### src/hw/rtl/oahs_ram.sv
`default_nettype none
// ----------------------------------------------------------------------------
// oahs_ram
// Generic simple dual-port RAM, one write and one registered read port,
// read returns the old data on a same-address write.
// ----------------------------------------------------------------------------
module oahs_ram #(
    parameter int WIDTH = 8,
    parameter int DEPTH = 16
) (
    input  wire logic                     aclk,
    input  wire logic                     we,
    input  wire logic [$clog2(DEPTH)-1:0] waddr,
    input  wire logic [WIDTH-1:0]         wdata,
    input  wire logic [$clog2(DEPTH)-1:0] raddr,
    output logic      [WIDTH-1:0]         rdata
);
    logic [WIDTH-1:0] mem [DEPTH];

    always_ff @(posedge aclk) begin
        if (we) begin
            mem[waddr] <= wdata;
        end
        rdata <= mem[raddr];
    end
endmodule
`default_nettype wire

### config.mk
export PLATFORM = sky130hd
export DESIGN_NAME = oahs_ram
export DESIGN_NICKNAME = d
export VERILOG_FILES = /design/src/hw/rtl/oahs_ram.sv
export SDC_FILE = /design/constraint.sdc
export NUM_CORES = 1
export LEC_CHECK = 0
export ABC_AREA = 1
export BUFFER_PORTS_ARGS = -buffer_cell sky130_fd_sc_hd__buf_2
export CAP_MARGIN = 20
export CORE_ASPECT_RATIO = 1.2
export CORE_MARGIN = 3
export CORE_UTILIZATION = 30
export CTS_BUF_LIST = sky130_fd_sc_hd__clkbuf_8
export DETAILED_ROUTE_END_ITERATION = 10
export SLEW_MARGIN = 20
export SYNTH_ARGS = -nofsm -noshare
export SYNTH_HDL_FRONTEND = slang
export SYNTH_SLANG_ARGS = --single-unit
### constraint.sdc
create_clock -name aclk -period 2.2 [get_ports aclk]
set_clock_uncertainty 0.15 [all_clocks]
set_input_delay 0.22 -clock aclk [delete_from_list [all_inputs] [get_ports aclk]]
set_output_delay 0.22 -clock aclk [all_outputs]
set_load 0.02 [all_outputs]
# Word-level counts from Yosys, hierarchy flattened
# Memories as Yosys holds them, arrays and structs flattened. A register that Yosys moved wholly into a read port is not among the register bits.
# Index checks and enable logic that the tools add are counted.
# totals
reg_bits,0
n_memories,1
out_inout_bits,8
elab_cells,3
ramBits,128
# memory_table
memory,words,word_bits,rd,rd_clocked_by_memory_dff,write_ports,line_no,rtl
mem,16,8,1,1,1,18,logic [WIDTH-1:0] mem [DEPTH];
# op_classes
mux,2
# op_table
operator,count
1-bit two-way mux,2

# Depth between registers and ports, before layout
# Gate-level depths: netlist of the first run.
# logic_depth
ltp_word,2
ltp_mapped,8
mapped_depth_nobuf,7

# Worst setup path before layout of the first run
# OpenSTA, ideal clock, no wires.
# synth_path
kind,input-to-reg
startpoint,input waddr[2]
endpoint,"memory mem[10][0], enable pin"
setup_time_ns,0.370
slack_ns,0.879
cell_stages,2
n_path_buf,0
arrival_time_ns,0.801
required_time_ns,1.680
cell_sequence,nand3b_1 -> nor2_1
# synth_lines
item,line_no,rtl
"start, declared",13,"input wire logic [$clog2(DEPTH)-1:0] waddr,"
"end, declared",18,
# Straight into the memory's write port.

# Worst setup path after layout of the first run
# layout_path
startpoint,register rdata[3] (read register of mem)
endpoint,output rdata[3]
# layout_lines
item,line_no,rtl
"start, declared",16,output logic [WIDTH-1:0] rdata
# No word-level cell between the ends.

==> flow_metrics.env, run 1 <==
export IMPL_gp_congestion=0.8266
export IMPL_async_flop_share=0
export IMPL_gr_total_overflow=0
export IMPL_dr_pass1_iters=5
export IMPL_via_count=3720
export IMPL_die_area_mm2=0.02093
export IMPL_cts_root_buf="clkbuf_8"
export IMPL_synth_common_cells="173 x nand2_1, 128 x edfxtp_1, 100 x inv_1, 97 x nand3_1, 17 x nor2_1"
export IMPL_ys_seq_area_frac=0.6943
export IMPL_post_route_min_period_ns=1.363
export IMPL_postCtsSetupBuffers=0
export IMPL_numCtsBuffers=17
export IMPL_comb_power_share=0.068
export IMPL_fin_hold_ws_ns=0.04742
export IMPL_p_clk_frac=0.399
export IMPL_p_per_area_mw_per_mm2=825.3
export IMPL_cts_tree="built"
export IMPL_cp_startpoint="rdata[3]"
export IMPL_drc_errors=0
export IMPL_synth_edff_count=128
export IMPL_place_ws_ns=0.5749
export IMPL_ys_flop_type="edfxtp_1"
export IMPL_synth_area_mm2=0.005767
export IMPL_grt_max_degree=41
export IMPL_swShare=0.2232
export IMPL_reg2reg_slack_ns=1.04
export IMPL_worstSetupPathDepth=1
export IMPL_die_y_um=157.9
export IMPL_fin_util=0.3581
export IMPL_clock_sinks=136
export IMPL_yosysUniqueCellTypes=12
export IMPL_fin_total_pwr_w=0.005471
export IMPL_required_ns=1.83
export IMPL_maxSlewViolCount=0
export IMPL_fin_nets=608
export IMPL_cts_buffer_depth=2
export IMPL_path_clk_slew_ns=0.07
export IMPL_yosysMostFrequentCell="nand2_1"
export IMPL_ys_seq_elements=136
export IMPL_ff2ff_path_depth=6
export IMPL_path_buf_inv=1
export IMPL_start_util=0.3115
export IMPL_rsz0062_at_grt="no"
export IMPL_r2r_end="rdata[2]"
export IMPL_seq_power_share=0.533
export IMPL_dr_first_iter_drc_count=260
export IMPL_synth_nets=569
export IMPL_final_setup_tns_ns=0
export IMPL_dp_hpwl_um=8554
export IMPL_grt_pass1_vias=3548
export IMPL_synthCells=551
export IMPL_crit_path_end_kind="primary output"
export IMPL_r2r_start="mem[9][2]"
export IMPL_htreeDepth=4
export IMPL_setup_ws_ns=0.8365
export IMPL_outcome="completed"
export IMPL_core_area_mm2=0.01851
export IMPL_wire_per_inst_um=15.59
export IMPL_finalCritPeriodShare=0.6198
export IMPL_hold_path_class="input pin to flop"
export IMPL_critical_path_cell_chain="buf_2"
export IMPL_syn_to_final_growth_pct=14.95
export IMPL_max_stage_delay_ns=0.38
export IMPL_critPathMaxFanout=1
export IMPL_port_buffers=25
export IMPL_yosysWarnings=0
export IMPL_via_per_inst=4.351
export IMPL_io_pins=26
export IMPL_p_int_w=0.004250
export IMPL_track_usage=0.1336
export IMPL_hold_violations=0
export IMPL_cp_endpoint="rdata[3]"
export IMPL_worst_slew_pin_slew_ns=0.6781
export IMPL_wl_um=13330
export IMPL_p_sw_w=0.001221
export IMPL_slew_limit_headroom=0.5463
export IMPL_irDropWorstVdd_mv=0.4696
export IMPL_grt_pass1_wl_um=20730
export IMPL_synth_area_top_cells="edfxtp_1 67%, nand2_1 11%, nand3_1 8.4%"
export IMPL_crit_arrival_ns=0.99
export IMPL_start_kind="flop"
export IMPL_setup_viol=0
export IMPL_crit_type="flop to primary output"
export IMPL_p_leak_nw=2.834
export IMPL_cp_top_family="flip-flops"
export IMPL_synth_top_cell_area_share=0.6665
export IMPL_diodes=0
export IMPL_antenna_found_initial=0
export IMPL_clock_latency_ns=0.43
export IMPL_max_cap_viol_count=0
export IMPL_fp_dieW_um=132.6
export IMPL_final_layout_size_suffix_gt1_frac=0.1244
export IMPL_synth_area_per_cell_um2=10.47
export IMPL_yosys_area_top_type="edfxtp_1"
export IMPL_rows=54
export IMPL_fmax_mhz=733.4
export IMPL_cpMaxStageDelayCell="dfxtp_1"
export IMPL_antenna_left=0
power by group through the flow:
| stage | logic, W | registers (W) | clock network [W] |
|---|---|---|---|
| after floorplan | 0.000204 | 0.00299 | 0 |
| after global placement | 0.000372 | 0.00298 | 0 |
| after detailed placement | 0.000373 | 0.00298 | 0 |
| after CTS | 0.000375 | 0.00292 | 0.00222 |
| after global routing | 0.000412 | 0.00292 | 0.00234 |
| final | 0.000370 | 0.00292 | 0.00218 |
how the worst min path moves through the flow:
stage | startpoint | endpoint | slack, ns | cells after the start
6_report | wdata[7] | mem[5][7] | 0.05 | 1
5_1_grt | wdata[7] | mem[5][7] | 0.03 | 1
4_1_cts | wdata[7] | mem[5][7] | 0.03 | 1
3_5_place_dp | raddr[3] | rdata[5] | 0.44 | 3
3_3_place_gp | raddr[3] | rdata[7] | 0.43 | 3
2_1_floorplan | wdata[0] | mem[0][0] | 0.17 | 0
registers in the layout, indices dropped and copies added, names as in the netlist:
register and cells:
rdata 8, mem 128
stage by stage:
step	std cells	area (um2)
2_1_floorplan	551	5767
6_report	855	6629
4_1_cts	855	6629
3_5_place_dp	822	6188
3_3_place_gp	822	6188
5_1_grt	855	6629
cell families after synthesis:
family,count (synthesis),share of synthesized area
buf+inv,126,0.09525
simple gates,289,0.2105
flops,136,0.6943
area by class of cell:
| cell class | instances | area (um2) |
|---|---|---|
| repair buffers | 44 | 282.8 |
| clock inverters | 14 | 182.7 |
| fillers | 1870 | 11880 |
| inverters | 102 | 382.9 |
| multi-input cells | 289 | 1214 |
| clock buffers | 18 | 247.7 |
| flip-flops and latches | 136 | 4004 |
| well taps | 252 | 315.3 |
layer usage:
| layer | part of all wire | track usage | wire length (um) | vias to the layer above |
|---|---|---|---|---|
| met5 | 0 | 0 | 0 | - |
| met4 | 0.034 | 0.07129 | 454 | 0 |
| met3 | 0.032 | 0.02893 | 428 | 29 |
| met2 | 0.47 | 0.2126 | 6259 | 93 |
| met1 | 0.46 | 0.1720 | 6188 | 1754 |
| li1 | - | - | - | 1844 |
repair_timing:
action                    in CTS  in global routing
resized for setup              0                  0
hold endpoints to repair       5                  0
hold buffers                   1                  0
cell usage in the layout, fill, tap and decap left out, drive strengths merged:
master / count
clkinv: 5
edfxtp: 128
inv: 104
dfxtp: 8
dlygate4sd3: 1
nand2: 173
bufinv: 4
clkbuf: 18
buf: 43
clkinvlp: 3
nand3b: 2
nand3: 97
nor2: 17
(Power assumes the default switching activity.)
==> run 2, diff against run 1 <==
--- a/config.mk
+++ b/config.mk
@@ -5,7 +5,7 @@
 export SDC_FILE = /design/constraint.sdc
 export NUM_CORES = 1
 export LEC_CHECK = 0
-export ABC_AREA = 1
+export ABC_AREA = 0
 export BUFFER_PORTS_ARGS = -buffer_cell sky130_fd_sc_hd__buf_2
 export CAP_MARGIN = 20
 export CORE_ASPECT_RATIO = 1.2
==> constraint.sdc (replaced) <==
create_clock -name aclk -period 1.2 [get_ports aclk]
set_clock_uncertainty 0.15 [all_clocks]
set_input_delay 0.12 -clock aclk [delete_from_list [all_inputs] [get_ports aclk]]
set_output_delay 0.12 -clock aclk [all_outputs]
set_load 0.02 [all_outputs]
==> flow_metrics.env, run 2 <==
export IMPL_outcome="finished, violations left"
export IMPL_violations="setup timing"
export IMPL_drc_errors=0
export IMPL_setup_ws_ns=-0.2198
export IMPL_finalCritPeriodShare=1.183
export IMPL_grt_pass1_vias=2773
export IMPL_slew_limit_headroom=0.4387
export IMPL_fin_total_pwr_w=0.009758
export IMPL_via_per_inst=4.645
export IMPL_crit_path_end_kind="flop"
export IMPL_synthCells=229
export IMPL_start_kind="flop"
export IMPL_maxSlewViolCount=0
export IMPL_fin_hold_ws_ns=0.1397
export IMPL_worst_slew_pin_slew_ns=0.8402
export IMPL_setup_viol=8
export IMPL_fill_cells=1487
export IMPL_ff2ff_path_depth=3
export IMPL_post_route_min_period_ns=1.420
export IMPL_synth_area_per_cell_um2=22.48
export IMPL_final_common_cell="edfxtp_1"
export IMPL_synth_common_cells="128 x edfxtp_1, 18 x mux4_2, 16 x a22oi_1, 14 x mux4_1, 13 x nor2_1"
export IMPL_p_per_area_mw_per_mm2=1490
export IMPL_ys_seq_area_frac=0.7778
export IMPL_min_from="raddr[1]"
export IMPL_wl_um=10370
export IMPL_largest_register_ffs=128
export IMPL_cts_root_buf="clkbuf_8"
export IMPL_die_area_mm2=0.01877
export IMPL_port_buffers=25
export IMPL_hold_path_class="input pin to flop"
export IMPL_irDropWorstVdd_mv=0.7202
export IMPL_hold_violations=0
export IMPL_seqCellArea_mm2=0.004010
export IMPL_synth_area_mm2=0.005147
export IMPL_antenna_found_initial=0
export IMPL_fin_nets=325
export IMPL_largestRegisters="mem (128), rdata (8)"
export IMPL_synth_top_family_by_area="multiplexers"
export IMPL_max_cap_viol_count=0
export IMPL_synth_top_cell_area_share=0.7467
export IMPL_gr_total_overflow=0
export IMPL_ys_seq_elements=136
export IMPL_yosysUniqueCellTypes=19
export IMPL_fp_dieW_um=125.6
export IMPL_synth_xor_area_frac=0
export IMPL_postCtsSetupBuffers=0
export IMPL_yosysMostFrequentCell="edfxtp_1"
export IMPL_clock_sinks=136
export IMPL_synth_nets=247
export IMPL_yosysWarnings=0
export IMPL_antenna_left=0
export IMPL_crit_arrival_ns=1.59
export IMPL_synth_area_top_cells="edfxtp_1 75%, mux4_2 7.9%, mux4_1 7.1%"
export IMPL_dp_hpwl_um=6986
export IMPL_grt_pass1_wl_um=16390
export IMPL_min_delay_path_depth=5
export IMPL_diodes=0
export IMPL_die_y_um=149.5
export IMPL_path_clk_slew_ns=0.07
export IMPL_ys_flop_type="edfxtp_1"
export IMPL_largest_register="mem"
export IMPL_final_cell_mix="128 x edfxtp_1, 32 x mux4_2, 22 x clkbuf_8"
export IMPL_gp_congestion=0.7333
export IMPL_wire_per_inst_um=19.49
export IMPL_cts_buffer_depth=2
export IMPL_critPathMaxFanout=1
export IMPL_async_flop_share=0
export IMPL_start_util=0.3115
export IMPL_rsz0062_at_grt="yes"
export IMPL_via_count=2471
export IMPL_yosys_area_top_type="edfxtp_1"
export IMPL_core_area_mm2=0.01653
export IMPL_cts_tree="built"
export IMPL_grt_max_degree=20
export IMPL_clock_latency_ns=0.43
export IMPL_synth_fa_ha_area_frac=0
export IMPL_p_leak_nw=2.168
export IMPL_io_pins=26
export IMPL_crit_type="flop to flop"
export IMPL_required_ns=1.37
export IMPL_multi_input_area_mm2=0.001099
export IMPL_numCtsBuffers=17
export IMPL_synth_compound_area_frac=0.02333
export IMPL_synth_edff_count=128
export IMPL_synthSimpleGateAreaFrac=0.03184
export IMPL_fmax_mhz=704.3
export IMPL_htreeDepth=4
export IMPL_dr_first_iter_drc_count=224
export IMPL_track_usage=0.1218
export IMPL_rows=51
export IMPL_cp_startpoint="mem[3][0]"
export IMPL_dr_pass1_iters=5
export IMPL_syn_to_final_growth_pct=27.22
export IMPL_final_layout_size_suffix_gt1_frac=0.4594
export IMPL_synth_area_mux_share=0.1502
export IMPL_r2r_start="mem[3][0]"
## run 2: cell count changes in the layout (fill, tap and decap cells not counted), sizes merged, moves of 4 or more
cell | before | now
nand2 | 173 | 9
clkbuf | 18 | 22
nand3 | 97 | 1
a22oi | 0 | 16
dlygate4sd3 | 1 | 8
buf | 43 | 61
mux4 | 0 | 32
nor2 | 17 | 13
inv | 104 | 2
nor3 | 0 | 4
## run 2: metrics by stage
| stage | TNS (ns) | util | area (um2) | setup WS, ns | instances |
|---|---|---|---|---|---|
| after global placement | -25.51 | 0.3626 | 5992 | -0.4913 | 492 |
| after floorplan | -6.583 | - | 5201 | -0.1730 | 229 |
| after global routing | -2.049 | 0.3962 | 6549 | -0.2752 | 532 |
| after detailed placement | -26.95 | 0.3626 | 5992 | -0.5098 | 492 |
| after CTS | -1.817 | 0.3946 | 6521 | -0.2210 | 532 |
| final | -1.556 | 0.3962 | 6549 | -0.2198 | 532 |
## run 2: worst paths after layout
kind         slack [ns]        to
min reg2reg        0.53  rdata[5]
min                0.14  rdata[4]
max               -0.22  rdata[0]
max reg2reg       -0.22  rdata[0]
## run 2: cell type report
cell class / instances / share of cell area
Tap cell: 212 / 0.04050
Clock inverter: 10 / 0.01528
Multi-Input combinational cell: 83 / 0.1677
Timing Repair Buffer: 69 / 0.1179
Sequential cell: 136 / 0.6123
Clock buffer: 22 / 0.04624
## run 2: routing by layer
metal / vias up / track usage / share of wire
li1: 1113 / - / -
met1: 1288 / 0.1538 / 0.43
met2: 55 / 0.1973 / 0.51
met3: 15 / 0.03784 / 0.043
met4: 0 / 0.04772 / 0.014
met5: - / 0 / 0
## run 2: critical path: stages, from the launching register on
cell and delay, ns:
edfxtp_1 0.37, mux4_2 0.49, a22oi_2 0.22, nand2_1 0.09
## run 2: cells by family after synthesis
| kind of cell | Yosys count |
|---|---|
| buffers and inverters | 10 |
| flip-flops | 136 |
| AND/OR/NAND/NOR | 35 |
| multiplexers | 32 |
| AO/OA/AOI/OAI | 16 |
## run 2: report_power, final
| group | switching, W | total (W) | internal (W) |
|---|---|---|---|
| Sequential | 0.0000422 | 0.00535 | 0.00531 |
| Combinational | 0.000352 | 0.000708 | 0.000356 |
| Clock | 0.00161 | 0.00370 | 0.00209 |
| Total | 0.00200 | 0.00976 | 0.00776 |
## run 2: timing repair
action                     CTS  global route
hold endpoints to repair   128             0
setup endpoints to repair   14            16
pin swaps                    2             1
gates resized for setup     17             9
hold buffers                 8             0
